<file path="config.mk">
export PLATFORM = sky130hd
export DESIGN_NAME = sliding_window_receiver
export DESIGN_NICKNAME = d
export VERILOG_FILES = /design/src/hw/rtl/swr_pkg.sv /design/src/hw/rtl/swr_ram.sv /design/src/hw/rtl/sliding_window_receiver.sv
export SDC_FILE = /design/constraint.sdc
export NUM_CORES = 1
export LEC_CHECK = 0
export BUFFER_PORTS_ARGS = -buffer_cell sky130_fd_sc_hd__buf_2
export CAP_MARGIN = 5
export CORE_MARGIN = 2
export CORE_UTILIZATION = 50
export DETAILED_ROUTE_END_ITERATION = 10
export PLACE_DENSITY = 0.78
export SLEW_MARGIN = 20
export SYNTH_ARGS = -nofsm -noshare
export SYNTH_HDL_FRONTEND = slang
export SYNTH_SLANG_ARGS = --single-unit
</file>
<file path="constraint.sdc">
create_clock -name clk -period 9.4 [get_ports clk]
set_input_delay 0.94 -clock clk [delete_from_list [all_inputs] [get_ports clk]]
set_output_delay 0.94 -clock clk [all_outputs]
set_load 0.02 [all_outputs]
</file>
<file path="src/hw/rtl/swr_pkg.sv">
// ----------------------------------------------------------------------------
// swr_pkg: shared types and constants of the sliding-window receiver
// Packet type codes, sequencer states and the result record.
// ----------------------------------------------------------------------------
package swr_pkg;

  localparam int SEQ_W = 32;
  localparam int CFG_W = 7;
  localparam int REL_W = 7;

  localparam logic [CFG_W-1:0] WINDOW_RESET = 7'd8;

  // packet type codes
  localparam logic [1:0] PKT_START = 2'd0;
  localparam logic [1:0] PKT_END   = 2'd1;
  localparam logic [1:0] PKT_DATA  = 2'd2;
  localparam logic [1:0] PKT_ACK   = 2'd3;

  typedef enum logic [5:0] {
    S_CLEAR = 6'b000001,
    S_IDLE  = 6'b000010,
    S_EXEC  = 6'b000100,
    S_RDREQ = 6'b001000,
    S_WALK  = 6'b010000,
    S_DONE  = 6'b100000
  } state_t;

  typedef struct packed {
    logic             ack_valid;
    logic [SEQ_W-1:0] ack_number;
    logic             file_open;
    logic [SEQ_W-1:0] file_index;
    logic             file_close;
    logic [REL_W-1:0] released_count;
  } result_t;

endpackage

</file>
<file path="src/hw/rtl/swr_ram.sv">
// ----------------------------------------------------------------------------
// swr_ram: generic simple dual-port RAM
// One write port, one read port with registered read data.
// ----------------------------------------------------------------------------
module swr_ram #(
  parameter int WIDTH = 1,
  parameter int DEPTH = 64
) (
  input  logic                                       clk,
  input  logic                                       we,
  input  logic [((DEPTH > 1) ? $clog2(DEPTH) : 1)-1:0] waddr,
  input  logic [WIDTH-1:0]                           wdata,
  input  logic [((DEPTH > 1) ? $clog2(DEPTH) : 1)-1:0] raddr,
  output logic [WIDTH-1:0]                           rdata
);

  logic [WIDTH-1:0] mem [DEPTH];

  always_ff @(posedge clk) begin
    if (we) begin
      mem[waddr] <= wdata;
    end
    rdata <= mem[raddr];
  end

endmodule

</file>
<file path="src/hw/rtl/sliding_window_receiver.sv">
// ----------------------------------------------------------------------------
// sliding_window_receiver: receive side of a selective-repeat transport
// Marks in-window data packets in a ring bitmap, releases the in-order run
// and returns a cumulative ack; START/END open and close the output file.
// ----------------------------------------------------------------------------
// Flow: an accepted item is latched into the packet registers and executed in
//   S_EXEC, its result registered in res; in-window data first walks the released
//   run (S_RDREQ, S_WALK) and a START on an idle link first sweeps the bitmap.
// Throughput: one item in flight; S_DONE holds the result until the output
//   register is free, and s_tready returns the cycle after it is registered.
// Reset (rst, synchronous) clears the control state, then sweeps the bitmap RAM with s_tready low.
module sliding_window_receiver #(
  parameter int MAX_WINDOW = 64
) (
  input  logic        clk,
  input  logic        rst,
  input  logic        s_tvalid,
  output logic        s_tready,
  input  logic [31:0] s_tdata,   // [31:0] sequence_number
  input  logic [2:0]  s_tuser,   // [1:0] packet_type, [2] crc_good
  output logic        m_tvalid,
  input  logic        m_tready,
  output logic [71:0] m_tdata,   // [31:0] ack_number, [63:32] file_index,
                                 // [70:64] released_count, [71] zero
  output logic [2:0]  m_tuser,   // [0] ack_valid, [1] file_open, [2] file_close
  input  logic        cfg_we,
  input  logic [6:0]  cfg_wdata  // window size
);

  localparam int AW = (MAX_WINDOW > 1) ? $clog2(MAX_WINDOW) : 1;
  localparam int SW = $clog2(MAX_WINDOW + 1);
  localparam int WW = (SW > swr_pkg::CFG_W) ? SW : swr_pkg::CFG_W;
  localparam logic [WW-1:0] MAX_WIN   = WW'(MAX_WINDOW);
  localparam logic [AW-1:0] LAST_SLOT = AW'(MAX_WINDOW - 1);
  localparam logic [AW:0]   SLOT_WRAP = (AW + 1)'(MAX_WINDOW);
  localparam logic [SW-1:0] MAX_STEPS = SW'(MAX_WINDOW);

  swr_pkg::state_t  state;
  logic [swr_pkg::CFG_W-1:0] win_cfg;
  logic                      connected;
  logic [swr_pkg::SEQ_W-1:0] expected_seq;
  logic [AW-1:0]             exp_slot;
  logic [swr_pkg::SEQ_W-1:0] start_seq;
  logic [swr_pkg::SEQ_W-1:0] file_count;
  logic [1:0]                pkt_type;
  logic [swr_pkg::SEQ_W-1:0] pkt_seq;
  logic                      pkt_good;
  logic [SW-1:0]             steps;
  logic [AW-1:0]             clr_addr;
  logic                      clr_start;
  swr_pkg::result_t          res;
  swr_pkg::result_t          res_next;
  swr_pkg::result_t          out_data;
  logic                      out_valid;
  logic                      out_load;

  logic [WW-1:0]             win_ext;
  logic [WW-1:0]             eff_win;
  logic [swr_pkg::SEQ_W-1:0] offset;
  logic                      in_win;
  logic                      below_win;
  logic [AW:0]               slot_sum;
  logic [AW-1:0]             mark_slot;
  logic [AW-1:0]             exp_slot_inc;
  logic                      walk_go;
  logic [SW+swr_pkg::REL_W-1:0] rel_ext;

  logic          ram_we;
  logic [AW-1:0] ram_waddr;
  logic          ram_wdata;
  logic [AW-1:0] ram_raddr;
  logic          ram_rdata;

  // window test against the clamped window size
  assign win_ext   = WW'(win_cfg);
  assign eff_win   = (win_cfg == '0) ? WW'(1) : ((win_ext > MAX_WIN) ? MAX_WIN : win_ext);
  assign offset    = pkt_seq - expected_seq;
  assign in_win    = offset < swr_pkg::SEQ_W'(eff_win);
  assign below_win = offset[swr_pkg::SEQ_W-1];

  // slot of an in-window sequence: expected slot plus offset, one wrap at most
  assign slot_sum     = {1'b0, exp_slot} + (AW + 1)'(offset);
  assign mark_slot    = (slot_sum >= SLOT_WRAP) ? AW'(slot_sum - SLOT_WRAP) : AW'(slot_sum);
  assign exp_slot_inc = (exp_slot == LAST_SLOT) ? '0 : exp_slot + AW'(1);

  assign walk_go = ram_rdata && (steps < MAX_STEPS);
  assign rel_ext = {{swr_pkg::REL_W{1'b0}}, steps};

  assign out_load = (state == swr_pkg::S_DONE) && (!out_valid || m_tready);

  always_comb begin
    ram_we    = 1'b0;
    ram_waddr = exp_slot;
    ram_wdata = 1'b0;
    ram_raddr = exp_slot;
    unique case (state)
      swr_pkg::S_CLEAR: begin
        ram_we    = 1'b1;
        ram_waddr = clr_addr;
      end
      swr_pkg::S_EXEC: begin
        if (pkt_type == swr_pkg::PKT_DATA && pkt_good && in_win) begin
          ram_we    = 1'b1;
          ram_waddr = mark_slot;
          ram_wdata = 1'b1;
        end
      end
      swr_pkg::S_WALK: begin
        // clear the released mark and prefetch the following slot
        ram_we    = walk_go;
        ram_raddr = exp_slot_inc;
      end
      default: begin
        ram_we = 1'b0;
      end
    endcase
  end

  // result of the packet in execution, or of the finished release walk
  always_comb begin
    res_next = '0;
    if (state == swr_pkg::S_WALK) begin
      res_next.ack_valid      = 1'b1;
      res_next.ack_number     = expected_seq;
      res_next.released_count = rel_ext[swr_pkg::REL_W-1:0];
    end else if (state == swr_pkg::S_EXEC) begin
      unique case (pkt_type)
        swr_pkg::PKT_START: begin
          if (!connected) begin
            res_next.file_open  = 1'b1;
            res_next.file_index = file_count;
            res_next.ack_valid  = 1'b1;
            res_next.ack_number = pkt_seq;
          end
        end
        swr_pkg::PKT_END: begin
          res_next.file_close = connected;
          res_next.ack_valid  = 1'b1;
          res_next.ack_number = start_seq;
        end
        swr_pkg::PKT_DATA: begin
          if (pkt_good && !in_win && below_win) begin
            res_next.ack_valid  = 1'b1;
            res_next.ack_number = expected_seq;
          end
        end
        swr_pkg::PKT_ACK: ;
      endcase
    end
  end

  swr_ram #(
    .WIDTH(1),
    .DEPTH(MAX_WINDOW)
  ) u_marks (
    .clk  (clk),
    .we   (ram_we),
    .waddr(ram_waddr),
    .wdata(ram_wdata),
    .raddr(ram_raddr),
    .rdata(ram_rdata)
  );

  always_ff @(posedge clk) begin
    if (rst) begin
      state        <= swr_pkg::S_CLEAR;
      win_cfg      <= swr_pkg::WINDOW_RESET;
      connected    <= 1'b0;
      expected_seq <= '0;
      exp_slot     <= '0;
      start_seq    <= '0;
      file_count   <= '0;
      clr_addr     <= '0;
      clr_start    <= 1'b0;
      out_valid    <= 1'b0;
    end else begin
      if (cfg_we) begin
        win_cfg <= cfg_wdata;
      end
      if (out_load) begin
        out_valid <= 1'b1;
      end else if (m_tready) begin
        out_valid <= 1'b0;
      end
      unique case (state)
        swr_pkg::S_CLEAR: begin
          clr_addr <= (clr_addr == LAST_SLOT) ? '0 : clr_addr + AW'(1);
          if (clr_addr == LAST_SLOT) begin
            state <= clr_start ? swr_pkg::S_DONE : swr_pkg::S_IDLE;
          end
        end
        swr_pkg::S_IDLE: begin
          if (s_tvalid) begin
            pkt_type <= s_tuser[1:0];
            pkt_good <= s_tuser[2];
            pkt_seq  <= s_tdata;
            state    <= swr_pkg::S_EXEC;
          end
        end
        swr_pkg::S_EXEC: begin
          res <= res_next;
          if (pkt_type == swr_pkg::PKT_START && !connected) begin
            connected    <= 1'b1;
            expected_seq <= '0;
            exp_slot     <= '0;
            start_seq    <= pkt_seq;
            file_count   <= file_count + swr_pkg::SEQ_W'(1);
            clr_start    <= 1'b1;
            state        <= swr_pkg::S_CLEAR;
          end else if (pkt_type == swr_pkg::PKT_DATA && pkt_good && in_win) begin
            steps <= '0;
            state <= swr_pkg::S_RDREQ;
          end else begin
            // drop START on an open link, close the link on END, pass other packets to the result
            if (pkt_type == swr_pkg::PKT_END) begin
              connected <= 1'b0;
            end
            state <= swr_pkg::S_DONE;
          end
        end
        swr_pkg::S_RDREQ: begin
          state <= swr_pkg::S_WALK;
        end
        swr_pkg::S_WALK: begin
          if (walk_go) begin
            expected_seq <= expected_seq + swr_pkg::SEQ_W'(1);
            exp_slot     <= exp_slot_inc;
            steps        <= steps + SW'(1);
          end else begin
            res   <= res_next;
            state <= swr_pkg::S_DONE;
          end
        end
        swr_pkg::S_DONE: begin
          // hold until the output register is free
          if (out_load) begin
            out_data  <= res;
            clr_start <= 1'b0;
            state     <= swr_pkg::S_IDLE;
          end
        end
      endcase
    end
  end

  assign s_tready = (state == swr_pkg::S_IDLE);
  assign m_tvalid = out_valid;
  assign m_tdata  = {1'b0, out_data.released_count, out_data.file_index, out_data.ack_number};
  assign m_tuser  = {out_data.file_close, out_data.file_open, out_data.ack_valid};

`ifndef ASSERT_OFF
  a_accept_exec : assert property (@(posedge clk) disable iff (rst)
    s_tvalid && s_tready |=> state == swr_pkg::S_EXEC)
    else $error("accepted transaction did not enter execution");

  a_open_acks : assert property (@(posedge clk) disable iff (rst)
    m_tvalid && m_tuser[1] |-> m_tuser[0])
    else $error("file open without acknowledgement");

  a_release_acks : assert property (@(posedge clk) disable iff (rst)
    m_tvalid && (m_tdata[70:64] != 7'd0) |-> m_tuser[0])
    else $error("released packets without acknowledgement");

  a_steps_bound : assert property (@(posedge clk) disable iff (rst)
    state == swr_pkg::S_WALK |-> steps <= MAX_STEPS)
    else $error("release walk ran past the bitmap");
`endif

endmodule
</file>
==> run summary <==
Post-CTS setup buffer count - 0
Syn avg cell area - 10.7 sq um
RSZ-0062 raised after global routing - false
Minimum clock period after layout - 6.51 ns
# rows - 68
Routed via count - 13100
Vert. Die Dim - 192 microns
Remaining Overflow, GRT - 0
Flops & latches, synth - 379
Clock Path Buffers - 3
DRT iter0 DRCs - 1344
Routability cong. - 0.955
Worst endpoint required time - 9.66 ns
Nature of the critical path endpoint - register
Post-Route WL - 41.5 mm
Core footprint - 34700 sq um
Asr flop ratio synth - 0%
Distinct cells, synth - 84
Clock Skews - 0.0208 ns
Critical path class - register to register
Mapped Nets - 1750
I/O Pins - 124
Max-Cap Viols - 0
Total clock sinks - 379
CTS HTree Levels - 2
Post-route ant nets - 0
WHS - 0.415 ns
First-pass iteration count of the detailed router - 6
Status - finished clean
Slew Viols, Final - 0
Seq/Total Area, Yosys - 57.3%
Cts hold-fix bufs - 0
Post-synth EDFFs - 254
Starting density of the core - 50.9%
Ant diodes - 0
Die Area - 36900 sq um
Root buffer cell - clkbuf_16
Worst slew pin tran - 0.991 ns
Most common cell after layout, fill and taps aside - edfxtp_1
Area added between synthesis and finish - 12.6%
Number of global-route vias before repair - 12300
Synth Instances - 1654
Clock slew at reported path FFs - 0.06 ns
Port Buffer Count - 122
DRC Markers - 0
Cts repair resizes - 0
Commonest cells after routing, fill and taps aside - edfxtp_1, nor2_1, nand2_1
Wirelength per Cell - 18.6 microns
Critical path fanouts, max - 9
Total CTS buffers - 39
Worst hold-check path type - register to register
Number of antenna violations at the first check in global routing - 0
Clock Latency Late Sink - 0.55 ns
Mapped cell area - 17700 sq um
Total negative slack - 0 ns
Yosys warning total - 0
Fin nets - 1843
Crit start category - register
Max Freq - 154 MHz
Power Dens Cells - 172 nW/um^2
Top_reg_cell synth - edfxtp_1
Die width - 192 microns
Critical path arrival - 6.77 ns
Share of layout cells above drive strength 1 - 13.3%
Slew Limit Headroom - 32.2%
Largest net degree at the start of global routing - 75
Hpwl dp - 29.0 mm
First-pass GRT wire length - 66.3 mm
Vias per cell - 5.88
Pleak - 0.00697 uW
Hold Vio Cnt, Final - 0
CTS tree - yes
Tcrit/Tclk final - 69.3%
Maximum VDD drop - 123 uV
Tot GR Track Use - 22.8%
# setup viols final - 0
-- cells in the mapped netlist, types with 7 or more instances --
master / n / area (sq um)
a21o_1: 13 / 97.6
nand3b_1: 13 / 97.6
a31oi_1: 7 / 43.8
nand2b_1: 8 / 50.1
or3_1: 18 / 113
dfxtp_1: 125 / 2500
nor3_1: 26 / 130
xnor2_1: 37 / 324
nor2b_1: 11 / 68.8
o211ai_1: 11 / 82.6
nand4_1: 28 / 175
clkbuf_1: 65 / 244
o21a_1: 11 / 82.6
nand3_1: 59 / 295
a211oi_1: 15 / 113
and2_1: 16 / 100
inv_1: 52 / 195
and3_1: 43 / 269
mux4_2: 16 / 360
edfxtp_1: 254 / 7630
nor4_1: 16 / 100
mux2i_1: 15 / 150
nand2_1: 180 / 676
xor2_1: 34 / 298
o21ai_0: 72 / 360
a21oi_1: 120 / 601
a22oi_1: 35 / 263
ha_1: 47 / 588
buf_2: 12 / 60.1
nor2_1: 193 / 724
-- cells by family (layout without fill, tap and decap cells) --
group                      Yosys count  after routing  share of synthesized area [%]
DFF                                379            379                           57.3
muxes                               32             32                           2.95
xor gates and xnor gates            71             71                           3.52
adders and majority gates           49             49                           3.55
and+or+nand+nor                    642            642                           17.3
buffers and inverters              138            262                           3.15
AOI/OAI and AO/OA                  342            342                           12.1
other                                1              1                         0.0212
-- critical path: stages (launching register included) --
cell,delay (ns)
edfxtp_1,0.41
inv_1,0.08
ha_1,0.17
inv_1,0.06
fa_1,0.43
a211oi_1,0.29
o21ai_0,0.29
xor2_1,0.23
ha_1,0.24
nor4bb_1,0.25
o21ai_0,0.12
nor4_1,0.43
o2111ai_1,0.21
nor4_1,0.37
nand4_1,0.11
or4_1,0.47
or4b_1,0.75
and3_1,0.28
a211oi_2,0.44
nand3_1,0.36
nor2_1,0.21
-- stage by stage --
| step | cell area, sq um | std cells | total power [uW] | setup slack, ns | utilization (%) |
|---|---|---|---|---|---|
| detailed placement | 18700 | 2161 | 1970 | 3.00 | 53.7 |
| CTS | 19900 | 2233 | 3440 | 2.96 | 57.3 |
| global placement | 18700 | 2161 | 1970 | 3.23 | 53.7 |
| floorplan | 17700 | 1654 | 1920 | 1.97 | - |
| finish | 19900 | 2233 | 3420 | 2.89 | 57.3 |
| global route | 19900 | 2233 | 3520 | 2.37 | 57.3 |
-- layout make-up --
type                       instances  area (sq um)
clock buffer                      47          1020
clock inverter                    25           219
fill                            2859         14800
inverter                          52           195
multi-input combinational       1137          7030
sequential                       379         10100
tap                              455           569
timing repair buffer             138           733
-- state kept, by name, summed over array words and instances, names as in the netlist, 32 cells and up --
| signal | cells |
|---|---|
| pkt_seq | 32 |
| expected_seq | 32 |
| u_marks.mem | 64 |
| m_tdata | 71 |
| start_seq | 32 |
| file_count | 32 |
| res | 74 |
-- power breakdown --
part / switching, uW / total (uW) / internal (uW)
clock: 646 / 1480 / 836
sequential: 13.5 / 1790 / 1780
combinational: 99.7 / 147 / 47.6
total: 759 / 3420 / 2660
-- routing by layer --
| layer | vias to the layer above | routed length (microns) | track usage [%] |
|---|---|---|---|
| met3 | 71 | 3440 | 3.64 |
| met1 | 6277 | 18600 | 33.4 |
| li1 | 6227 | - | - |
| met4 | 0 | 946 | 6.64 |
| met2 | 566 | 18400 | 35.2 |
| met5 | - | 0 | 0 |
-- worst paths after layout --
path	from	endpoint	slack [ns]	cells after the start
setup / recovery	pkt_seq[0]	u_marks.mem[12]	2.89	20
hold / removal	res[19]	m_tdata[43]	0.42	0
setup reg to reg	pkt_seq[0]	u_marks.mem[12]	2.89	20
hold reg to reg	res[19]	m_tdata[43]	0.42	0
No activity file was read; power rests on OpenSTA's default activity.
